File: config.mk
export PLATFORM = sky130hd
export DESIGN_NAME = codec_control_sequencer_unit
export DESIGN_NICKNAME = d
export VERILOG_FILES = /design/src/design/ccs_pkg.sv /design/src/design/codec_control_sequencer_unit.sv /design/src/design/ccs_front.sv /design/src/design/ccs_queue.sv /design/src/design/ccs_back.sv
export SDC_FILE = /design/constraint.sdc
export NUM_CORES = 1
export LEC_CHECK = 0
export BUFFER_PORTS_ARGS = -buffer_cell sky130_fd_sc_hd__buf_2
export CAP_MARGIN = 20
export CELL_PAD_IN_SITES_DETAIL_PLACEMENT = 2
export CELL_PAD_IN_SITES_GLOBAL_PLACEMENT = 2
export CORE_MARGIN = 5
export CORE_UTILIZATION = 25
export DETAILED_ROUTE_END_ITERATION = 12
export PLACE_DENSITY = 0.59
export SETUP_SLACK_MARGIN = 0.3
export SLEW_MARGIN = 15
export SYNTH_ARGS = -nofsm -noshare
export SYNTH_HDL_FRONTEND = slang
export SYNTH_HIERARCHICAL = 1
export SYNTH_SLANG_ARGS = --single-unit
File: constraint.sdc
create_clock -name clk -period 4.7 [get_ports clk]
set_clock_uncertainty 0.1 [all_clocks]
set_input_delay 0.94 -clock clk [delete_from_list [all_inputs] [get_ports clk]]
set_output_delay 0.94 -clock clk [all_outputs]
set_load 0.005 [all_outputs]
File: src/design/ccs_pkg.sv
package ccs_pkg;

	localparam int RATE_W = 17;
	localparam int REQ_W  = 18;
	localparam int STEP_W = 4;

	localparam logic [RATE_W-1:0] RATE_8K   = 17'd8000;
	localparam logic [RATE_W-1:0] RATE_32K  = 17'd32000;
	localparam logic [RATE_W-1:0] RATE_44K1 = 17'd44100;
	localparam logic [RATE_W-1:0] RATE_48K  = 17'd48000;
	localparam logic [RATE_W-1:0] RATE_88K2 = 17'd88200;
	localparam logic [RATE_W-1:0] RATE_96K  = 17'd96000;

	typedef enum logic [1:0] {
		ACT_POWER  = 2'd0,
		ACT_RATE   = 2'd1,
		ACT_VOLUME = 2'd2,
		ACT_NONE   = 2'd3
	} action_t;

	typedef enum logic [1:0] {
		PWR_NONE    = 2'd0,
		PWR_OFF     = 2'd1,
		PWR_STANDBY = 2'd2,
		PWR_ON      = 2'd3
	} power_t;

	typedef enum logic [1:0] {
		KIND_WRITE     = 2'd0,
		KIND_CLK_SET   = 2'd1,
		KIND_CLK_CLEAR = 2'd2
	} kind_t;

	typedef enum logic [2:0] {
		SEQ_ON      = 3'd0,
		SEQ_STANDBY = 3'd1,
		SEQ_OFF     = 3'd2,
		SEQ_RATE    = 3'd3,
		SEQ_VOLUME  = 3'd4
	} seq_t;

	typedef struct packed {
		seq_t              seq;
		logic              gen;
		logic [7:0]        word;
		logic [7:0]        vol_data;
		logic [RATE_W-1:0] rate;
	} job_t;

endpackage

File: src/design/codec_control_sequencer_unit.sv
// channel  dir  handshake            payload
// cmd      in   cmd_valid/cmd_stall  action, power_target, rate_request, volume_db
// res      out  res_valid/res_stall  kind, reg_byte, data_byte, granted_rate, last
// cfg      in   cfg_valid/cfg_ready  cfg_data (hw_is_third_gen)
//
// One result per cycle while res_stall is low; a request yields 0, 1, 3, 5 or
// 10 results, set by the back end's step counter, via queue and output reg.
// Requests are taken every cycle while the request queue has room.
// Reset: power state none, rate 44100, third-gen off, queue and output empty.
// res_stall holds the output register; cmd_stall rises when the queue is full.
module codec_control_sequencer_unit import ccs_pkg::*; #(
	parameter int QUEUE_DEPTH = 2
) (
	input  logic              clk,
	input  logic              arst_n,
	input  logic              cfg_valid,
	output logic              cfg_ready,
	input  logic              cfg_data,
	input  logic              cmd_valid,
	output logic              cmd_stall,
	input  logic [1:0]        action,
	input  logic [1:0]        power_target,
	input  logic [REQ_W-1:0]  rate_request,
	input  logic signed [7:0] volume_db,
	output logic              res_valid,
	input  logic              res_stall,
	output logic [1:0]        kind,
	output logic [7:0]        reg_byte,
	output logic [7:0]        data_byte,
	output logic [RATE_W-1:0] granted_rate,
	output logic              last
);

	logic gen_q;
	logic push;
	logic pop;
	logic full;
	logic head_valid;
	job_t job;
	job_t head;

	assign cfg_ready = 1'b1;

	always_ff @(posedge clk or negedge arst_n) begin
		if (!arst_n)
			gen_q <= 1'b0;
		else if (cfg_valid)
			gen_q <= cfg_data;
	end

	ccs_front u_front (
		.clk          (clk),
		.arst_n       (arst_n),
		.cmd_valid    (cmd_valid),
		.cmd_stall    (cmd_stall),
		.action       (action),
		.power_target (power_target),
		.rate_request (rate_request),
		.volume_db    (volume_db),
		.gen          (gen_q),
		.full         (full),
		.push         (push),
		.job          (job)
	);

	ccs_queue #(.DEPTH(QUEUE_DEPTH)) u_queue (
		.clk        (clk),
		.arst_n     (arst_n),
		.push       (push),
		.wdata      (job),
		.pop        (pop),
		.head       (head),
		.head_valid (head_valid),
		.full       (full)
	);

	ccs_back u_back (
		.clk          (clk),
		.arst_n       (arst_n),
		.head_valid   (head_valid),
		.head         (head),
		.pop          (pop),
		.res_valid    (res_valid),
		.res_stall    (res_stall),
		.kind         (kind),
		.reg_byte     (reg_byte),
		.data_byte    (data_byte),
		.granted_rate (granted_rate),
		.last         (last)
	);

endmodule

File: src/design/ccs_front.sv
module ccs_front import ccs_pkg::*; (
	input  logic              clk,
	input  logic              arst_n,
	input  logic              cmd_valid,
	output logic              cmd_stall,
	input  logic [1:0]        action,
	input  logic [1:0]        power_target,
	input  logic [REQ_W-1:0]  rate_request,
	input  logic signed [7:0] volume_db,
	input  logic              gen,
	input  logic              full,
	output logic              push,
	output job_t              job
);

	typedef struct packed {
		logic [7:0]        word;
		logic [RATE_W-1:0] rate;
	} rate_pick_t;

	function automatic rate_pick_t rate_map(input logic [REQ_W-1:0] req, input logic g);
		rate_pick_t p;
		if (req <= {1'b0, RATE_8K}) begin
			p.word = g ? 8'h4d : 8'h45;
			p.rate = RATE_8K;
		end else if (req <= {1'b0, RATE_32K}) begin
			p.word = 8'h59;
			p.rate = RATE_32K;
		end else if (req <= {1'b0, RATE_44K1}) begin
			p.word = 8'h63;
			p.rate = RATE_44K1;
		end else if (req <= {1'b0, RATE_48K}) begin
			p.word = 8'h41;
			p.rate = RATE_48K;
		end else if (req <= {1'b0, RATE_88K2}) begin
			p.word = 8'h7f;
			p.rate = RATE_88K2;
		end else begin
			p.word = 8'h5f;
			p.rate = RATE_96K;
		end
		return p;
	endfunction

	logic              accept;
	logic              emits;
	logic [1:0]        power_state_q;
	logic [1:0]        next_power;
	logic [RATE_W-1:0] rate_q;
	logic [RATE_W-1:0] next_rate;
	rate_pick_t        req_pick;
	rate_pick_t        cur_pick;
	logic signed [7:0] vol_c;

	assign cmd_stall = full;
	assign accept    = cmd_valid && !full;
	assign push      = accept && emits;

	assign req_pick = rate_map(rate_request, gen);
	assign cur_pick = rate_map({1'b0, rate_q}, gen);

	always_comb begin
		if (volume_db > 8'sd6)
			vol_c = 8'sd6;
		else if (volume_db < -8'sd73)
			vol_c = -8'sd73;
		else
			vol_c = volume_db;
	end

	always_comb begin
		emits      = 1'b0;
		next_power = power_state_q;
		next_rate  = rate_q;
		job.seq    = SEQ_VOLUME;
		job.word   = cur_pick.word;
		case (action_t'(action))
			ACT_POWER: begin
				if (power_target != PWR_NONE && power_target != power_state_q) begin
					emits      = 1'b1;
					next_power = power_target;
					case (power_t'(power_target))
						PWR_ON:      job.seq = SEQ_ON;
						PWR_STANDBY: job.seq = SEQ_STANDBY;
						default:     job.seq = SEQ_OFF;
					endcase
				end
			end
			ACT_RATE: begin
				emits     = 1'b1;
				job.seq   = SEQ_RATE;
				job.word  = req_pick.word;
				next_rate = req_pick.rate;
			end
			ACT_VOLUME: begin
				emits   = 1'b1;
				job.seq = SEQ_VOLUME;
			end
			default: ;
		endcase
		job.gen      = gen;
		job.vol_data = 8'(vol_c) + 8'd121;
		job.rate     = next_rate;
	end

	always_ff @(posedge clk or negedge arst_n) begin
		if (!arst_n) begin
			power_state_q <= PWR_NONE;
			rate_q        <= RATE_44K1;
		end else if (accept) begin
			power_state_q <= next_power;
			rate_q        <= next_rate;
		end
	end

	a_on_moves_state: assert property (@(posedge clk) disable iff (!arst_n)
		push && job.seq == SEQ_ON |=> power_state_q == PWR_ON)
		else $error("power state not on after power-on request");

	a_no_push_when_full: assert property (@(posedge clk) disable iff (!arst_n)
		full |-> !push)
		else $error("request pushed into full queue");

endmodule

File: src/design/ccs_queue.sv
module ccs_queue import ccs_pkg::*; #(
	parameter int DEPTH = 2
) (
	input  logic clk,
	input  logic arst_n,
	input  logic push,
	input  job_t wdata,
	input  logic pop,
	output job_t head,
	output logic head_valid,
	output logic full
);

	localparam int PTR_W = (DEPTH > 1) ? $clog2(DEPTH) : 1;
	localparam int CNT_W = $clog2(DEPTH + 1);

	job_t             mem_q [DEPTH];
	logic [PTR_W-1:0] wr_ptr_q;
	logic [PTR_W-1:0] rd_ptr_q;
	logic [CNT_W-1:0] count_q;
	logic             do_pop;

	assign head_valid = count_q != '0;
	assign full       = count_q == CNT_W'(DEPTH);
	assign head       = mem_q[rd_ptr_q];
	assign do_pop     = pop && head_valid;

	function automatic logic [PTR_W-1:0] wrap_inc(input logic [PTR_W-1:0] p);
		return (p == PTR_W'(DEPTH - 1)) ? '0 : p + 1'b1;
	endfunction

	always_ff @(posedge clk) begin
		if (push)
			mem_q[wr_ptr_q] <= wdata;
	end

	always_ff @(posedge clk or negedge arst_n) begin
		if (!arst_n) begin
			wr_ptr_q <= '0;
			rd_ptr_q <= '0;
			count_q  <= '0;
		end else begin
			if (push)
				wr_ptr_q <= wrap_inc(wr_ptr_q);
			if (do_pop)
				rd_ptr_q <= wrap_inc(rd_ptr_q);
			if (push && !do_pop)
				count_q <= count_q + 1'b1;
			else if (do_pop && !push)
				count_q <= count_q - 1'b1;
		end
	end

	a_count_bound: assert property (@(posedge clk) disable iff (!arst_n)
		count_q <= CNT_W'(DEPTH))
		else $error("queue count beyond depth");

	a_pop_only_valid: assert property (@(posedge clk) disable iff (!arst_n)
		pop |-> head_valid)
		else $error("pop from empty queue");

endmodule

File: src/design/ccs_back.sv
module ccs_back import ccs_pkg::*; (
	input  logic              clk,
	input  logic              arst_n,
	input  logic              head_valid,
	input  job_t              head,
	output logic              pop,
	output logic              res_valid,
	input  logic              res_stall,
	output logic [1:0]        kind,
	output logic [7:0]        reg_byte,
	output logic [7:0]        data_byte,
	output logic [RATE_W-1:0] granted_rate,
	output logic              last
);

	typedef struct packed {
		kind_t      kind;
		logic [7:0] reg_byte;
		logic [7:0] data_byte;
		logic       last;
	} step_t;

	function automatic step_t wr(input logic [7:0] r, input logic [7:0] d, input logic l);
		step_t s;
		s.kind      = KIND_WRITE;
		s.reg_byte  = r;
		s.data_byte = d;
		s.last      = l;
		return s;
	endfunction

	function automatic step_t clk_op(input kind_t k, input logic l);
		step_t s;
		s.kind      = k;
		s.reg_byte  = 8'h00;
		s.data_byte = 8'h02;
		s.last      = l;
		return s;
	endfunction

	function automatic step_t seq_step(input job_t j, input logic [STEP_W-1:0] n);
		step_t s;
		s = wr(8'h05, j.vol_data, 1'b1);
		case (j.seq)
			SEQ_ON: begin
				case (n)
					4'd0:    s = clk_op(KIND_CLK_SET, 1'b0);
					4'd1:    s = wr(8'h0c, 8'h67, 1'b0);
					4'd2:    s = wr(8'h12, 8'h00, 1'b0);
					4'd3:    s = wr(8'h08, j.gen ? 8'h18 : 8'h10, 1'b0);
					4'd4:    s = wr(8'h0a, 8'h00, 1'b0);
					4'd5:    s = wr(8'h0e, 8'h4a, 1'b0);
					4'd6:    s = wr(8'h12, 8'h00, 1'b0);
					4'd7:    s = wr(8'h10, j.word, 1'b0);
					4'd8:    s = wr(8'h12, 8'h01, 1'b0);
					default: s = wr(8'h12, 8'h01, 1'b1);
				endcase
			end
			SEQ_STANDBY: begin
				case (n)
					4'd0:    s = clk_op(KIND_CLK_SET, 1'b0);
					4'd1:    s = wr(8'h0a, 8'h08, 1'b0);
					4'd2:    s = wr(8'h08, 8'h00, 1'b0);
					4'd3:    s = wr(8'h0c, 8'h6f, 1'b0);
					default: s = wr(8'h0c, 8'h7f, 1'b1);
				endcase
			end
			SEQ_OFF: begin
				case (n)
					4'd0:    s = wr(8'h0a, 8'h08, 1'b0);
					4'd1:    s = wr(8'h08, 8'h00, 1'b0);
					4'd2:    s = wr(8'h0c, 8'h6f, 1'b0);
					4'd3:    s = wr(8'h0c, 8'hff, 1'b0);
					default: s = clk_op(KIND_CLK_CLEAR, 1'b1);
				endcase
			end
			SEQ_RATE: begin
				case (n)
					4'd0:    s = wr(8'h12, 8'h00, 1'b0);
					4'd1:    s = wr(8'h10, j.word, 1'b0);
					default: s = wr(8'h12, 8'h01, 1'b1);
				endcase
			end
			default: s = wr(8'h05, j.vol_data, 1'b1);
		endcase
		return s;
	endfunction

	logic [STEP_W-1:0] step_q;
	logic              res_valid_q;
	logic              adv;
	step_t             cur;
	step_t             out_q;
	logic [RATE_W-1:0] rate_q;

	assign cur = seq_step(head, step_q);
	assign adv = head_valid && (!res_valid_q || !res_stall);
	assign pop = adv && cur.last;

	always_ff @(posedge clk or negedge arst_n) begin
		if (!arst_n) begin
			step_q      <= '0;
			res_valid_q <= 1'b0;
		end else begin
			if (adv)
				step_q <= cur.last ? '0 : step_q + 1'b1;
			if (adv)
				res_valid_q <= 1'b1;
			else if (!res_stall)
				res_valid_q <= 1'b0;
		end
	end

	always_ff @(posedge clk) begin
		if (adv) begin
			out_q  <= cur;
			rate_q <= head.rate;
		end
	end

	assign res_valid    = res_valid_q;
	assign kind         = out_q.kind;
	assign reg_byte     = out_q.reg_byte;
	assign data_byte    = out_q.data_byte;
	assign granted_rate = rate_q;
	assign last         = out_q.last;

	a_mid_run_has_job: assert property (@(posedge clk) disable iff (!arst_n)
		step_q != '0 |-> head_valid)
		else $error("sequence step without a request at queue head");

	a_step_bound: assert property (@(posedge clk) disable iff (!arst_n)
		step_q <= 4'd9)
		else $error("sequence step beyond longest run");

endmodule
==> results_dict.tcl <==
set metrics [dict create \
    status "finished clean" \
    grt.total_usage 0.122 \
    post-route-period-util 0.662 \
    cp-end-kind "flop" \
    synth.most_common_cell "edfxtp_1" \
    ys_ff_latch 136 \
    finalHoldViolCount 0 \
    synth_compound_area_frac 0.137 \
    grt_max_degree 38 \
    rr_endpoint "u_queue/count_q[1]$_DFFE_PN0P_" \
    cts_hold_buf 0 \
    synthCells 583 \
    hold_end "u_queue/count_q[1]$_DFFE_PN0P_" \
    layout-drive-gt1-share 0.264 \
    clk_latency_ns 0.42 \
    cts_buffers 17 \
    stdcell_count 1038 \
    drc 0 \
    cts_sinks 136 \
    max_stage_delay_ns 0.49 \
    fin_nets 693 \
    slowest_stage "buf_4" \
    synth_fa_ha_area_frac 0.0179 \
    ys_warn_count 6 \
    drt_wl_total_um 18500 \
    slew_viol_final 0 \
    clockBufferDepth 2 \
    synthToLayoutAreaGrowth_pct 18.6 \
    avgSynthCellArea_sq_um 12.0 \
    crit_family "compound AO/OA/AOI/OAI gates" \
    yosys.area.top_type_share 0.459 \
    cts_resized 0 \
    clock-root-buffer "clkbuf_16" \
    synth.distinct_cells 76 \
    yosys.area.top_type "edfxtp_1" \
    maxCapViolCount 0 \
    gp_congestion 0.825 \
    tns_ns 0 \
    max_freq_mhz 321 \
    synthFlopType "edfxtp_1" \
    holdWs_ns 0.393 \
    drt_pre_antenna_iters 4 \
    critPathLaunchType "flop" \
    rsz0062_at_grt "false" \
    die_w_um 177 \
    synthMuxAreaShare 0.0787 \
    vias_per_cell 4.72 \
    rows 61 \
    r2r-start "u_queue/rd_ptr_q$_DFFE_PN0P_" \
    setup.worst_path.start "u_queue/rd_ptr_q$_DFFE_PN0P_" \
    vdd.ir_drop.worst_uv 305 \
    timing_worst_setup_path_type "flop to flop" \
    final_antenna_net_count 0 \
    ys_seq_area_frac 0.564 \
    fill_cells 2960 \
    utilization 0.299 \
    vias 4901 \
    dp_hpwl_um 13500 \
    synth-simple-area-share 0.146 \
    routedWlPerCell_um 17.8 \
    synth.cell_area_sq_mm 0.00700 \
    hp-class "flop to flop" \
    grt_pass1_vias 5547 \
    relSlewSlack 0.487 \
    n_antenna_cell 0 \
    grt_overflow 0 \
    place_ws_ns 1.16 \
    cts_tree "done" \
    setup_viol 0 \
    cts-htree-levels 4 \
    finalWorstSetupSlack_ns 1.59 \
    cp_max_fo 33 \
    io_buffers 70 \
    die_h_um 177 \
    drt_iter0_drc 205 \
    synth-xor-area-share 0.0113 \
    yosys-top-cells-count "edfxtp_1 (107), nand2_1 (51), nor2_1 (39), inv_1 (27), o21ai_0 (25)" \
    core_area_sq_mm 0.0277 \
    cp.arrival_ns 3.31 \
    io_pins 75 \
    synthTopCellsByArea "edfxtp_1 (46%), dfrtp_1 (8.2%), mux2_4 (4.5%), mux2_2 (3.1%), nand2_1 (2.7%)" \
    critPathBufInv 1 \
    cellLeakagePower_uw 0.00311 \
    antenna_found_initial 0 \
    dp.cells 1006 \
    worstRegToRegCells 10 \
    worst-r2r-setup-slack_ns 1.59 \
    holdPathStages 1 \
    crit_path_frequent_cell "xor2_1" \
    grt_pass1_wl_um 30100 \
    path_cells "buf_4, mux2_4, o21bai_1, a2111oi_4, nor3_1, nand2_1, ha_1, xor2_1, nor2_1, xor2_1" \
    power.density_mw_per_mm2 580 \
    min_from "u_queue/count_q[1]$_DFFE_PN0P_" \
    design.die.area_sq_mm 0.0314 \
    required_ns 4.90 \
    worst_pin_slew_ns 0.768 \
    synth_edf_count 107 \
    cts_setup_buffers 0 \
    initial_core_util 0.252 \
    synth-async-reset-ratio 0.213 \
    min_period_ns 3.11 \
    clk_pin_slew_ns 0.06 \
    synth_top_family_by_area "simple AND/OR/NAND/NOR gates" \
]
-- cell usage in the layout (no fill, tap or decap), types with 8 or more instances in the layout --
cell type and instances:
nand3_1 16, a211oi_1 8, ha_1 10, nor3_1 17, buf_2 70, mux2_2 19, clkbuf_16 17, nand2_1 51
dfrtp_1 22, mux2_4 21, inv_1 27, edfxtp_1 107, nor2b_1 10, o21ai_0 25, nor2_1 39, a21oi_1 24
-- metal layers --
| layer | share of wire | vias up | track usage |
|---|---|---|---|
| met5 | 0 | - | 0 |
| li1 | - | 2296 | - |
| met1 | 0.42 | 2484 | 0.142 |
| met2 | 0.53 | 88 | 0.223 |
| met4 | 0.019 | 0 | 0.0406 |
| met3 | 0.029 | 33 | 0.0239 |
-- power by group --
part           switching, uW  internal (uW)  leakage (uW)
Clock                    548            849      0.000291
Combinational            877            627       0.00147
Sequential               186           1720       0.00134
Total                   1610           3200       0.00311
-- how the worst max path moves through the flow --
stage,to,cells after the start
CTS,u_queue/count_q[1]$_DFFE_PN0P_,10
global placement,u_queue/mem_q[0][23]$_DFFE_PP_,13
global route,u_queue/mem_q[1][23]$_DFFE_PP_,13
floorplan,u_queue/mem_q[0][0]$_DFFE_PP_,6
detailed placement,u_queue/mem_q[0][23]$_DFFE_PP_,13
finish,u_queue/count_q[1]$_DFFE_PN0P_,10
-- worst reg2reg max path, delay by kind of cell, from the launching register on --
kind / cells / cell delay [ns]
AOI/OAI and AO/OA: 2 / 0.69
DFF: 1 / 0.43
adders and majority gates: 1 / 0.19
muxes: 1 / 0.47
and+or+nand+nor: 3 / 0.33
xor gates and xnor gates: 2 / 0.29
buffers and inverters: 1 / 0.50
-- final cells by class --
cell class	instances	area, sq um	area share
flip-flops and latches	136	3950	0.476
multi-input cells	390	2770	0.334
well taps	378	473	0.0570
clock buffers	18	429	0.0517
repair buffers	75	388	0.0468
clock inverters	14	185	0.0223
inverters	27	101	0.0122
-- registers in the layout, indices dropped and copies added (netlist names) --
name	count
gen_q	1
u_back/data_byte	8
u_back/granted_rate	17
u_back/kind	2
u_back/last	1
u_back/reg_byte	5
u_back/res_valid	1
u_back/step_q	4
u_front/power_state_q	2
u_front/rate_q	17
u_queue/count_q	2
u_queue/mem_q	74
u_queue/rd_ptr_q	1
u_queue/wr_ptr_q	1
-- per-stage QoR --
| step | area [sq um] | total power (uW) |
|---|---|---|
| detailed placement | 7680 | 3470 |
| CTS | 8290 | 4890 |
| finish | 8290 | 4810 |
| global placement | 7680 | 3400 |
| floorplan | 7010 | 2950 |
| global route | 8290 | 5100 |
-- cell families after synthesis --
group / after synthesis
flip-flops: 136
multiplexers: 42
AND/OR/NAND/NOR: 192
other: 4
buffers and inverters: 60
XOR/XNOR: 9
adder cells (fa/ha/maj): 10
AO/OA/AOI/OAI: 130
No activity file was read; power rests on OpenSTA's default activity.
